===== src/design/ede_pkg.sv =====
package ede_pkg;

   localparam int MAX_LEN     = 64;
   localparam int SYMBOL_BITS = 8;
   localparam int LEN_BITS    = $clog2(MAX_LEN + 1);
   localparam int IDX_BITS    = (MAX_LEN > 1) ? $clog2(MAX_LEN) : 1;
   localparam int DIST_BITS   = 7;
   localparam int SYM_IN_BITS = 8;
   localparam int OP_BITS     = 2;

   typedef enum logic [OP_BITS-1:0] {
      OP_APPEND_A = 2'd0,
      OP_APPEND_B = 2'd1,
      OP_COMPUTE  = 2'd2
   } op_type;

   typedef enum logic [3:0] {
      STEP_IDLE      = 4'd0,
      STEP_INIT      = 4'd1,
      STEP_INIT_LOOP = 4'd2,
      STEP_ROW_START = 4'd3,
      STEP_ROW_INIT  = 4'd4,
      STEP_CELL_READ = 4'd5,
      STEP_CELL_CALC = 4'd6,
      STEP_FIN_READ  = 4'd7,
      STEP_EMIT      = 4'd8
   } step_type;

   // stay: repeat this step until j reaches lb
   // back: return to the previous step until j reaches lb
   typedef enum logic [2:0] {
      JMP_NEXT,
      JMP_ALWAYS,
      JMP_DISPATCH,
      JMP_I_END,
      JMP_J_STAY,
      JMP_J_BACK,
      JMP_LB_ZERO
   } jump_type;

   typedef enum logic [1:0] {
      J_HOLD,
      J_ZERO,
      J_ONE,
      J_INC
   } j_op_type;

   typedef enum logic [1:0] {
      I_HOLD,
      I_ZERO,
      I_INC
   } i_op_type;

   typedef enum logic [1:0] {
      COST_WR_NONE,
      COST_WR_J,
      COST_WR_ROW,
      COST_WR_CELL
   } cost_wr_type;

   typedef enum logic [1:0] {
      COST_RD_ZERO,
      COST_RD_J,
      COST_RD_LB
   } cost_rd_type;

   typedef struct packed {
      logic        busy;
      jump_type    jump;
      step_type    target;
      j_op_type    j_op;
      i_op_type    i_op;
      cost_wr_type cost_wr;
      cost_rd_type cost_rd;
      logic        row_load;
      logic        calc;
      logic        emit;
   } ctrl_type;

   typedef struct packed {
      logic i_end;
      logic j_end;
      logic lb_zero;
   } cond_type;

   function automatic ctrl_type microcode(step_type step);
      ctrl_type w;
      w = '0;
      case (step)
         STEP_IDLE: begin
            w.jump   = JMP_DISPATCH;
            w.target = STEP_INIT;
         end
         STEP_INIT: begin
            w.busy = 1'b1;
            w.j_op = J_ZERO;
            w.i_op = I_ZERO;
         end
         STEP_INIT_LOOP: begin
            w.busy    = 1'b1;
            w.jump    = JMP_J_STAY;
            w.target  = STEP_ROW_START;
            w.j_op    = J_INC;
            w.cost_wr = COST_WR_J;
         end
         STEP_ROW_START: begin
            w.busy    = 1'b1;
            w.jump    = JMP_I_END;
            w.target  = STEP_FIN_READ;
            w.cost_rd = COST_RD_ZERO;
         end
         STEP_ROW_INIT: begin
            w.busy     = 1'b1;
            w.jump     = JMP_LB_ZERO;
            w.target   = STEP_ROW_START;
            w.j_op     = J_ONE;
            w.i_op     = I_INC;
            w.cost_wr  = COST_WR_ROW;
            w.row_load = 1'b1;
         end
         STEP_CELL_READ: begin
            w.busy    = 1'b1;
            w.cost_rd = COST_RD_J;
         end
         STEP_CELL_CALC: begin
            w.busy    = 1'b1;
            w.jump    = JMP_J_BACK;
            w.target  = STEP_ROW_START;
            w.j_op    = J_INC;
            w.cost_wr = COST_WR_CELL;
            w.calc    = 1'b1;
         end
         STEP_FIN_READ: begin
            w.busy    = 1'b1;
            w.cost_rd = COST_RD_LB;
         end
         STEP_EMIT: begin
            w.busy   = 1'b1;
            w.jump   = JMP_ALWAYS;
            w.target = STEP_IDLE;
            w.emit   = 1'b1;
         end
         default: begin
            w.jump   = JMP_ALWAYS;
            w.target = STEP_IDLE;
         end
      endcase
      return w;
   endfunction

endpackage


===== src/design/edit_distance_engine_top.sv =====
// append transfer: taken only while busy is low, busy stays low, one transfer per cycle while busy is low
// compute transfer: rsp_valid strobes once the microcode has walked the cost row for every symbol of string a
// busy falls the cycle after the strobe
// each table cell takes a registered read of the cost row, then the cell update
// reset clears lengths, overflow flag and the step counter; string and row memories are not cleared
module edit_distance_engine_top
   import ede_pkg::*;
(
   input  logic                   clock,
   input  logic                   reset,
   input  logic                   start,
   output logic                   busy,
   input  logic [OP_BITS-1:0]     req_operation,
   input  logic [SYM_IN_BITS-1:0] req_symbol,
   output logic                   rsp_valid,
   output logic [DIST_BITS-1:0]   rsp_distance,
   output logic                   rsp_overflow
);

   ctrl_type ctrl;
   cond_type cond;

   ede_sequencer u_sequencer (
      .clock         (clock),
      .reset         (reset),
      .start         (start),
      .req_operation (req_operation),
      .cond          (cond),
      .ctrl          (ctrl)
   );

   ede_datapath u_datapath (
      .clock         (clock),
      .reset         (reset),
      .start         (start),
      .req_operation (req_operation),
      .req_symbol    (req_symbol),
      .ctrl          (ctrl),
      .cond          (cond),
      .rsp_distance  (rsp_distance),
      .rsp_overflow  (rsp_overflow)
   );

   assign busy      = ctrl.busy;
   assign rsp_valid = ctrl.emit;

endmodule


===== src/design/ede_ram.sv =====
module ede_ram #(
   parameter int WIDTH = 8,
   parameter int DEPTH = 64
) (
   input  logic                                        clock,
   input  logic                                        wr_en,
   input  logic [((DEPTH > 1) ? $clog2(DEPTH) : 1)-1:0] wr_addr,
   input  logic [WIDTH-1:0]                            wr_data,
   input  logic [((DEPTH > 1) ? $clog2(DEPTH) : 1)-1:0] rd_addr,
   output logic [WIDTH-1:0]                            rd_data
);

   logic [WIDTH-1:0] mem_ff [DEPTH];
   logic [WIDTH-1:0] rd_data_ff;

   always_ff @(posedge clock) begin
      if (wr_en) begin
         mem_ff[wr_addr] <= wr_data;
      end
      rd_data_ff <= mem_ff[rd_addr];
   end

   assign rd_data = rd_data_ff;

endmodule


===== src/design/ede_sequencer.sv =====
module ede_sequencer
   import ede_pkg::*;
(
   input  logic                clock,
   input  logic                reset,
   input  logic                start,
   input  logic [OP_BITS-1:0]  req_operation,
   input  cond_type            cond,
   output ctrl_type            ctrl
);

   step_type step_ff;
   step_type step_in;
   step_type step_next;
   step_type step_back;

   assign step_next = step_type'(step_ff + 4'd1);
   assign step_back = step_type'(step_ff - 4'd1);

   always_comb begin
      ctrl = microcode(step_ff);
   end

   always_comb begin
      case (ctrl.jump)
         JMP_NEXT:     step_in = step_next;
         JMP_ALWAYS:   step_in = ctrl.target;
         JMP_DISPATCH: step_in = (start && (req_operation == OP_COMPUTE)) ? ctrl.target : step_ff;
         JMP_I_END:    step_in = cond.i_end ? ctrl.target : step_next;
         JMP_J_STAY:   step_in = cond.j_end ? ctrl.target : step_ff;
         JMP_J_BACK:   step_in = cond.j_end ? ctrl.target : step_back;
         JMP_LB_ZERO:  step_in = cond.lb_zero ? ctrl.target : step_next;
         default:      step_in = STEP_IDLE;
      endcase
   end

   always_ff @(posedge clock) begin
      if (reset) begin
         step_ff <= STEP_IDLE;
      end else begin
         step_ff <= step_in;
      end
   end

endmodule


===== src/design/ede_datapath.sv =====
module ede_datapath
   import ede_pkg::*;
(
   input  logic                   clock,
   input  logic                   reset,
   input  logic                   start,
   input  logic [OP_BITS-1:0]     req_operation,
   input  logic [SYM_IN_BITS-1:0] req_symbol,
   input  ctrl_type               ctrl,
   output cond_type               cond,
   output logic [DIST_BITS-1:0]   rsp_distance,
   output logic                   rsp_overflow
);

   logic [LEN_BITS-1:0]    len_a_ff, len_a_in;
   logic [LEN_BITS-1:0]    len_b_ff, len_b_in;
   logic                   ovf_ff, ovf_in;
   logic [LEN_BITS-1:0]    i_ff, i_in;
   logic [LEN_BITS-1:0]    j_ff, j_in;
   logic [LEN_BITS-1:0]    diag_ff, diag_in;
   logic [LEN_BITS-1:0]    left_ff, left_in;
   logic [SYMBOL_BITS-1:0] a_sym_ff, a_sym_in;

   logic                   take;
   logic                   append_a;
   logic                   append_b;
   logic                   full_a;
   logic                   full_b;
   logic [SYMBOL_BITS-1:0] sym;
   logic [SYMBOL_BITS-1:0] a_rd;
   logic [SYMBOL_BITS-1:0] b_rd;
   logic [LEN_BITS-1:0]    cost_rd;
   logic [LEN_BITS-1:0]    j_minus_one;
   logic                   cost_wr_en;
   logic [LEN_BITS-1:0]    cost_wr_addr;
   logic [LEN_BITS-1:0]    cost_wr_data;
   logic [LEN_BITS-1:0]    cost_rd_addr;
   logic [LEN_BITS-1:0]    min_da;
   logic [LEN_BITS-1:0]    min_all;
   logic [LEN_BITS-1:0]    cell_value;
   logic [LEN_BITS-1:0]    i_plus_one;

   assign take     = start && !ctrl.busy;
   assign append_a = take && (req_operation == OP_APPEND_A);
   assign append_b = take && (req_operation == OP_APPEND_B);
   assign full_a   = (len_a_ff == LEN_BITS'(MAX_LEN));
   assign full_b   = (len_b_ff == LEN_BITS'(MAX_LEN));
   assign sym      = SYMBOL_BITS'(req_symbol);

   assign j_minus_one = j_ff - LEN_BITS'(1);
   assign i_plus_one  = i_ff + LEN_BITS'(1);

   ede_ram #(.WIDTH(SYMBOL_BITS), .DEPTH(MAX_LEN)) u_ram_a (
      .clock   (clock),
      .wr_en   (append_a && !full_a),
      .wr_addr (len_a_ff[IDX_BITS-1:0]),
      .wr_data (sym),
      .rd_addr (i_ff[IDX_BITS-1:0]),
      .rd_data (a_rd)
   );

   ede_ram #(.WIDTH(SYMBOL_BITS), .DEPTH(MAX_LEN)) u_ram_b (
      .clock   (clock),
      .wr_en   (append_b && !full_b),
      .wr_addr (len_b_ff[IDX_BITS-1:0]),
      .wr_data (sym),
      .rd_addr (j_minus_one[IDX_BITS-1:0]),
      .rd_data (b_rd)
   );

   ede_ram #(.WIDTH(LEN_BITS), .DEPTH(MAX_LEN + 1)) u_ram_cost (
      .clock   (clock),
      .wr_en   (cost_wr_en),
      .wr_addr (cost_wr_addr),
      .wr_data (cost_wr_data),
      .rd_addr (cost_rd_addr),
      .rd_data (cost_rd)
   );

   // one cell of the recurrence: above comes from the row, left and diagonal are held
   assign min_da     = (diag_ff < cost_rd) ? diag_ff : cost_rd;
   assign min_all    = (min_da < left_ff) ? min_da : left_ff;
   assign cell_value = (a_sym_ff == b_rd) ? diag_ff : (min_all + LEN_BITS'(1));

   always_comb begin
      cost_wr_en   = 1'b0;
      cost_wr_addr = j_ff;
      cost_wr_data = j_ff;
      case (ctrl.cost_wr)
         COST_WR_NONE: begin
            cost_wr_en = 1'b0;
         end
         COST_WR_J: begin
            cost_wr_en = 1'b1;
         end
         COST_WR_ROW: begin
            cost_wr_en   = 1'b1;
            cost_wr_addr = '0;
            cost_wr_data = i_plus_one;
         end
         COST_WR_CELL: begin
            cost_wr_en   = 1'b1;
            cost_wr_data = cell_value;
         end
         default: begin
            cost_wr_en = 1'b0;
         end
      endcase
   end

   always_comb begin
      case (ctrl.cost_rd)
         COST_RD_ZERO: cost_rd_addr = '0;
         COST_RD_J:    cost_rd_addr = j_ff;
         COST_RD_LB:   cost_rd_addr = len_b_ff;
         default:      cost_rd_addr = '0;
      endcase
   end

   always_comb begin
      case (ctrl.j_op)
         J_HOLD:  j_in = j_ff;
         J_ZERO:  j_in = '0;
         J_ONE:   j_in = LEN_BITS'(1);
         J_INC:   j_in = j_ff + LEN_BITS'(1);
         default: j_in = j_ff;
      endcase
      case (ctrl.i_op)
         I_HOLD:  i_in = i_ff;
         I_ZERO:  i_in = '0;
         I_INC:   i_in = i_plus_one;
         default: i_in = i_ff;
      endcase
   end

   always_comb begin
      diag_in  = diag_ff;
      left_in  = left_ff;
      a_sym_in = a_sym_ff;
      if (ctrl.row_load) begin
         diag_in  = cost_rd;
         left_in  = i_plus_one;
         a_sym_in = a_rd;
      end else if (ctrl.calc) begin
         diag_in = cost_rd;
         left_in = cell_value;
      end
   end

   always_comb begin
      len_a_in = len_a_ff;
      len_b_in = len_b_ff;
      ovf_in   = ovf_ff;
      if (ctrl.emit) begin
         len_a_in = '0;
         len_b_in = '0;
         ovf_in   = 1'b0;
      end else begin
         if (append_a) begin
            if (full_a) begin
               ovf_in = 1'b1;
            end else begin
               len_a_in = len_a_ff + LEN_BITS'(1);
            end
         end
         if (append_b) begin
            if (full_b) begin
               ovf_in = 1'b1;
            end else begin
               len_b_in = len_b_ff + LEN_BITS'(1);
            end
         end
      end
   end

   always_ff @(posedge clock) begin
      if (reset) begin
         len_a_ff <= '0;
         len_b_ff <= '0;
         ovf_ff   <= 1'b0;
      end else begin
         len_a_ff <= len_a_in;
         len_b_ff <= len_b_in;
         ovf_ff   <= ovf_in;
      end
   end

   always_ff @(posedge clock) begin
      i_ff     <= i_in;
      j_ff     <= j_in;
      diag_ff  <= diag_in;
      left_ff  <= left_in;
      a_sym_ff <= a_sym_in;
   end

   assign cond.i_end   = (i_ff == len_a_ff);
   assign cond.j_end   = (j_ff == len_b_ff);
   assign cond.lb_zero = (len_b_ff == '0);

   assign rsp_distance = DIST_BITS'(cost_rd);
   assign rsp_overflow = ovf_ff;

endmodule

===== config.mk =====
export PLATFORM = sky130hd
export DESIGN_NAME = edit_distance_engine_top
export DESIGN_NICKNAME = d
export VERILOG_FILES = /design/src/design/ede_pkg.sv /design/src/design/edit_distance_engine_top.sv /design/src/design/ede_ram.sv /design/src/design/ede_sequencer.sv /design/src/design/ede_datapath.sv
export SDC_FILE = /design/constraint.sdc
export NUM_CORES = 2
export LEC_CHECK = 0
export BUFFER_PORTS_ARGS = -buffer_cell sky130_fd_sc_hd__buf_4
export CAP_MARGIN = 40
export CORE_MARGIN = 2
export CORE_UTILIZATION = 65
export CTS_BUF_LIST = sky130_fd_sc_hd__clkbuf_4 sky130_fd_sc_hd__clkbuf_8
export DETAILED_ROUTE_END_ITERATION = 8
export GPL_TIMING_DRIVEN = 0
export PLACE_DENSITY_LB_ADDON = 0.1
export SLEW_MARGIN = 20
export SYNTH_ARGS = -nofsm -noshare
export SYNTH_HDL_FRONTEND = slang
export SYNTH_SLANG_ARGS = --single-unit
export TNS_END_PERCENT = 50

===== constraint.sdc =====
create_clock -name clock -period 10 [get_ports clock]
set_clock_uncertainty 0.15 [all_clocks]
set_input_delay 0.5 -clock clock [delete_from_list [all_inputs] [get_ports clock]]
set_output_delay 0.5 -clock clock [all_outputs]
set_load 0.05 [all_outputs]

**Word level (Yosys, flattened, before mapping)**

Memories as Yosys holds them, arrays and structs flattened. A register that Yosys moved wholly into a read port is not among the register bits.
Index checks and enable logic that the tools add are counted.

- Add/sub/neg operators: 8
- Order comparisons: 2
- Equality and inequality tests: 33
- Mux-type cells: 38
- Bitwise operators: 2
- Reduce and logical (&&, ||, !) cells: 25

Operator list:

| cell | count |
|---|---|
| 7-bit 2-to-1 mux | 8 |
| 7-bit case mux with 2 select lines | 3 |
| 7-bit case mux with 6 select lines | 1 |
| 7-bit by 1-bit adder with 7-bit output, second input constant | 5 |
| 4-bit case mux with 7 select lines | 1 |
| 7-bit case mux with 3 select lines | 1 |
| 4-bit 2-to-1 mux | 5 |
| 4-bit by 3-bit == test with 1-bit output, second input constant | 4 |
| 2-bit == test, second input constant | 7 |
| 7-bit == test | 2 |
| 7-bit == test, second input constant | 2 |
| 7-bit less-than comparator | 2 |
| 1-bit 2-to-1 mux | 14 |
| 2-bit case mux with 3 select lines | 2 |
| 2-bit by 1-bit == test with 1-bit output, second input constant | 5 |
| 3-bit == test, second input constant | 3 |
| 4-bit by 2-bit == test with 1-bit output, second input constant | 2 |
| 8-bit == test | 1 |
| 2-bit case mux with 2 select lines | 2 |
| 8-bit OR reduction | 1 |
| 7-bit zero test | 1 |
| 3-bit by 2-bit == test with 1-bit output, second input constant | 2 |
| 1-bit logical AND | 6 |
| 2-bit zero test | 3 |
| 16 further kinds | 25 |

- Flip-flop bits (word level): 55
- Memory bits (writable): 1479
- Bits of input ports: 13
- Output and inout bits: 10
- Word-level logic and storage cells: 120
- Memories: 3

Memory list:

| name | words | bits a word | rd ports | clocked after Yosys merged registers in | write ports | line | RTL |
|---|---|---|---|---|---|---|---|
| u_datapath.u_ram_a.mem_ff | 64 | 8 | 1 | 1 | 1 | ede_ram.sv:13 | `logic [WIDTH-1:0] mem_ff [DEPTH];` |
| u_datapath.u_ram_b.mem_ff | 64 | 8 | 1 | 1 | 1 | ede_ram.sv:13 |  |
| u_datapath.u_ram_cost.mem_ff | 65 | 7 | 1 | 1 | 1 | ede_ram.sv:13 |  |

**Depth between registers and ports, before layout**

- Depth in word-level cells: 9
- Gate-level depth with buffers: 21
- Mapped depth without buffers: 20

**Hierarchy**

A second synthesis with hierarchy kept.

- Cells, all modules: 3200
- Area, all modules: 62667.6 um^2

By module, submodules not included:

| module | instances | cells each | area each (um^2) | seq. area each (um^2) |
|---|---|---|---|---|
| ede_ram (u_datapath.u_ram_a ...) | 2 | 940 | 20166.8 | 15534.9 |
| ede_ram (u_datapath.u_ram_cost) | 1 | 818 | 17974.7 | 13803.2 |
| ede_datapath | 1 | 410 | 3726.1 | 1381.3 |
| ede_sequencer | 1 | 92 | 633.1 | 80.1 |

**Least setup slack after synthesis**

OpenSTA, ideal clock, no wires.

- Path type: flip-flop to flip-flop
- Start point: reg u_datapath.u_ram_cost.rd_data_ff[2], in the netlist u_datapath.u_ram_cost.rd_data[2], read port of u_datapath.u_ram_cost.mem_ff
- End point: mem u_datapath.u_ram_cost.mem_ff[0][4] (netlist bit) (data pin)
- Library setup time: 0.710 ns
- Arrival time: 7.056 ns
- Data required time: 9.140 ns
- Path slack: 2.084 ns
- Cell stages (with the launch flop): 22
- Buffers on the path: 1
- Clock period less this slack: 7.916 ns
- Cells stage by stage: dfxtp_1 -> inv_1 -> ha_1 -> a21oi_1 -> o21ai_0 -> a21oi_1 -> mux2i_1 -> inv_1 -> ha_1 -> a21oi_1 -> o21a_1 -> nand3_1 -> a211oi_1 -> nor3_1 -> nor2_1 -> ha_1 -> clkbuf_1 -> nand3_1 -> xnor2_1 -> nor3_1 -> a31oi_1 -> o21ai_0

- Cells in the longest elaborated chain, start to end: 7

RTL lines:

| element | line | RTL |
|---|---|---|
| from (decl) | ede_ram.sv:14 | `logic [WIDTH-1:0] rd_data_ff;` |
| 7-bit less-than comparator | ede_datapath.sv:81 | `assign min_da = (diag_ff < cost_rd) ? diag_ff : cost_rd;` |
| 7-bit 2-to-1 mux (*) | ede_datapath.sv:81 |  |
| 7-bit less-than comparator | ede_datapath.sv:82 | `assign min_all = (min_da < left_ff) ? min_da : left_ff;` |
| 7-bit 2-to-1 mux (*) | ede_datapath.sv:82 |  |
| 7-bit by 1-bit adder with 7-bit output (*) | ede_datapath.sv:83 | `assign cell_value = (a_sym_ff == b_rd) ? diag_ff : (min_all + LEN_BITS'(1));` |
| 7-bit 2-to-1 mux (*) | ede_datapath.sv:83 |  |
| 7-bit case mux with 2 select lines (*) | ede_datapath.sv:89 | `case (ctrl.cost_wr)` |
| via u_datapath.cost_wr_data[4] | ede_datapath.sv:36 | `logic [LEN_BITS-1:0] cost_wr_data;` |
| to (decl) | ede_ram.sv:13 |  |

Mark *: on every way through the listed nets, which the timed path passes. The rest lies on a longest branch.

**Final worst setup path**

- Start point: reg u_datapath.u_ram_cost.rd_data_ff[6], in the netlist u_datapath.u_ram_cost.rd_data[6], read port of u_datapath.u_ram_cost.mem_ff
- End point: mem u_datapath.u_ram_cost.mem_ff[56][4] (netlist bit) (data pin)

Same word-level chain as after synthesis.

==> run_results.csv <==
group,metric,value,unit
detailed_routing,drtIter0Drc,4611,
clock_network,numCtsBuffers,232,
worst_setup_path,path_max_fanout,24,
placed_design,place_area,65150,um2
worst_setup_path,cp_slowest_stage_delay,0.71,ns
detailed_routing,num_vias,34340,
synth,postSynthCellCount,3330,
timing,setup_violations,0,
detailed_routing,drt_pass1_iterations,7,
floorplan,coreArea,95150,um2
synth,yosysUniqueCellTypes,65,
grt,grt_pass1_wl,220.9,mm
clock_network,cts_root_buf,"clkbuf_8",
synth,synth.avg_cell_area,18.75,um2
floorplan,die_w,314.0,um
power_and_ir_drop,ir_drop,0.1766,mV
placed_design,io_buffers,22,
synth,synth_top_area_share,72.85,%
placed_design,place_ws,3.594,ns
synth,synth_edf_count,1515,
synth,syn_area,62450,um2
clock_network,clkTransAtPathRegs,0.07,ns
worst_hold_path,min_to,"u_datapath.len_a_ff[2]",
clock_network,htreeDepth,4,
synth,ys_ff_latch,1557,
floorplan,rows,113,
floorplan,fp.dieArea,98570,um2
outcome,status,"complete, no violations",
placed_design,finalWeightedCongestion,0.9651,
synth,synth_top_area_cell,"edfxtp_1",
timing,fin_crit_sh,65.74,%
timing,relSlewSlack,35.44,%
worst_setup_path,crit_type,"reg2reg",
worst_setup_path,rr_worst_depth,23,
worst_setup_path,path_delay_family,"compound AO/OA/AOI/OAI gates",
floorplan,die_y,314.0,um
layout,syn2layout_area_growth,12.29,%
clock_network,clk_latency,0.92,ns
timing,holdWs,0.07522,ns
grt,grt_pass1_vias,34040,
worst_setup_path,path_cells,"inv_1, ha_1, a21oi_1, o21ai_0, a21oi_1, mux2i_1, inv_1, ha_1, a21oi_1, o21a_1, nand3_1, o21ai_0, nand2_1, o21ai_0, ha_1, clkbuf_1, nand3_1, xnor2_1, nor3_1, a31oi_1, o21ai_4, buf_16, buf_16",
worst_setup_path,critPathSlowestCell,"o21ai_4",
worst_setup_path,timing.critical_path.required,10.56,ns
worst_setup_path,worstSetupEndpointType,"flop",
grt,overflow,0,
timing,clock.fmax,152.1,MHz
worst_setup_path,cp-start-kind,"flop",
synth,syn_nets,3371,
grt,grt_max_degree,129,
power_and_ir_drop,pwr_density_cell,248.2,nW/um2
worst_hold_path,min_path_cells,6,
synth,yosys_warnings,0,
worst_setup_path,path_buf_inv,5,
timing,finalCriticalPeriod,6.574,ns
power_and_ir_drop,leakage,0.02220,uW
timing,tightest_slew,0.9684,ns
placed_design,place_hpwl,100.6,mm
clock_network,cts.sinks,1557,
detailed_routing,avgViaCountPerCell,6.694,
worst_hold_path,hold_path_class,"in2reg",
layout,fin_area,70120,um2
grt,globalRouteTotalUtil,31.04,%
timing,setup_slack,3.426,ns
detailed_routing,ant_nets,0,
worst_hold_path,min_from,"req_operation[1]",
clock_network,cts_tree,"built",
timing,final_max_slew_viol_count,0,
detailed_routing,drc,0,
worst_setup_path,r2r_start,"u_datapath.u_ram_cost.rd_data[6]",
synth,ys_seq_area_share,74.20,%
timing,finalHoldViolCount,0,
floorplan,start_util,65.63,%
clock_network,postCtsSetupBuffers,0,
layout,nets,3718,
timing,rsz0062_at_grt,"false",
grt,antenna_found_initial,4,
worst_setup_path,worstPathArrival,7.14,ns
synth,async_reset_ff_share,0,%
floorplan,io_pins,23,
synth,synth_flop_cell,"edfxtp_1",
clock_network,cts_buffer_depth,3,
detailed_routing,routedWlPerCell,29.28,um
detailed_routing,totalWireLength,150.2,mm
synth,synthTopCellsByArea,"edfxtp_1, mux4_2, nor2_1, dfxtp_1, nand2_1",
job,cap_violations,0,
layout,drive_above_1_share,23.52,%
worst_setup_path,r2r_end,"u_datapath.u_ram_cost.mem_ff[56][4]",
worst_setup_path,ff2ff_setup_slack,3.43,ns
[synth_stat cells, types with 5 or more instances]
cell / instances
nor3_1: 56
nand4_1: 10
or2_2: 8
a22o_1: 12
clkbuf_1: 132
mux2i_1: 11
a311oi_1: 22
nand3b_1: 6
o31a_1: 14
a31oi_1: 14
buf_2: 33
and2_1: 6
inv_1: 38
dfxtp_1: 42
o2111ai_1: 8
or3_1: 62
o311ai_0: 20
nor4_1: 6
nand2_1: 140
or3b_2: 5
nor2_1: 293
xor2_1: 20
a21oi_1: 48
o21ai_0: 62
buf_6: 8
o31ai_1: 10
a221o_1: 13
edfxtp_1: 1515
a211oi_1: 30
and3_1: 37
a22oi_1: 12
ha_1: 28
a21boi_0: 16
nand2b_1: 11
a211o_1: 8
mux2_2: 5
o211ai_1: 50
buf_1: 29
nor2b_1: 13
mux4_2: 367
and3b_1: 7
nand3_1: 38
xnor2_1: 31
[layout make-up]
class / count / area, um2
well taps: 1265 / 1583
repair buffers: 113 / 1400
fillers: 5549 / 25030
plain buffers: 204 / 874.6
clock inverters: 96 / 674.4
clock buffers: 321 / 3918
flip-flops and latches: 1557 / 46330
diodes: 5 / 12.51
inverters: 38 / 142.6
multi-input cells: 1531 / 15180
[metrics by stage]
stage	setup TNS, ns	power [uW]	utilization [%]	instances
after floorplan	0	10490	-	3330
after global placement	-431.90	12010	67.47	4617
after detailed placement	0	12360	68.47	4672
after CTS	0	17390	73.40	5099
after global routing	0	17920	73.69	5129
final	0	17410	73.69	5130
[how the worst max path moves through the flow]
stage | startpoint | cells after the start | to | slack, ns
after global placement | u_datapath.u_ram_cost.rd_data[6] | 20 | u_datapath.u_ram_cost.mem_ff[57][2] | -2.84
after CTS | u_datapath.u_ram_cost.rd_data[6] | 23 | u_datapath.u_ram_cost.mem_ff[60][4] | 3.48
final | u_datapath.u_ram_cost.rd_data[6] | 23 | u_datapath.u_ram_cost.mem_ff[56][4] | 3.43
after floorplan | u_datapath.u_ram_cost.rd_data[2] | 21 | u_datapath.u_ram_cost.mem_ff[0][4] | 2.08
after detailed placement | u_datapath.u_ram_cost.rd_data[6] | 23 | u_datapath.u_ram_cost.mem_ff[52][4] | 3.59
after global routing | u_datapath.u_ram_cost.rd_data[6] | 23 | u_datapath.u_ram_cost.mem_ff[56][4] | 2.92
[routing by layer]
metal  vias up  routed length (um)  global-route usage, %
li1      14310                   -                      -
met1     17650               56170                  43.16
met2      2058               74800                  50.39
met3       324               13760                  5.654
met4         4                5443                  11.27
met5         -                  24                      0
[worst min-delay path, delay by kind of cell]
family	cells	cell delay [ns]
simple gates	4	0.40
xor+xnor	1	0.06
buf+inv	1	0.13
[power by group]
group	switching (uW)	internal [uW]
clock	2400	2710
sequential	65.2	7630
combinational	2610	1990
total	5080	12300
[flip-flops by register name, indices dropped and copies added (netlist names), 8 cells and up]
register                      cells
u_datapath.u_ram_cost.mem_ff    455
u_datapath.u_ram_b.rd_data        8
u_datapath.u_ram_b.mem_ff       512
u_datapath.u_ram_a.rd_data        8
u_datapath.u_ram_a.mem_ff       512
u_datapath.a_sym_ff               8
[placed cells by master, fill, tap and decap left out, drive strengths merged, types with 9 or more instances in the layout]
cell / netlist / routed
nand2: 141 / 141
nand4: 12 / 12
a31oi: 14 / 14
o311ai: 21 / 21
a22oi: 12 / 12
or3: 62 / 62
and3: 37 / 37
xnor2: 31 / 31
a22o: 12 / 12
clkbuf: 132 / 454
mux2i: 11 / 11
nor2b: 13 / 13
buf: 72 / 172
a211oi: 30 / 30
o31a: 14 / 14
nand2b: 11 / 11
nand3: 38 / 38
xor2: 20 / 20
nor3: 57 / 57
a21boi: 16 / 16
clkinv: 0 / 76
ha: 28 / 28
mux4: 367 / 367
o21ai: 63 / 63
o31ai: 10 / 10
a311oi: 22 / 22
or2: 9 / 9
inv: 38 / 49
a221o: 13 / 13
nor2: 293 / 293
dlygate4sd3: 0 / 12
o211ai: 50 / 50
dfxtp: 42 / 42
edfxtp: 1515 / 1515
a21oi: 49 / 49
[cell families after synthesis]
group	count (synthesis)	share of synthesized area (%)
XOR/XNOR	51	0.7153
multiplexers	383	13.50
adder cells (fa/ha/maj)	28	0.5610
flip-flops	1557	74.20
AND/OR/NAND/NOR	708	5.277
AO/OA/AOI/OAI	361	4.119
buffers and inverters	242	1.629
[what timing repair did]
item                      4_1_cts  5_1_grt
resized for setup               0        0
hold buffers                   10        2
hold endpoints to repair      274       52
(Power assumes the default switching activity.)
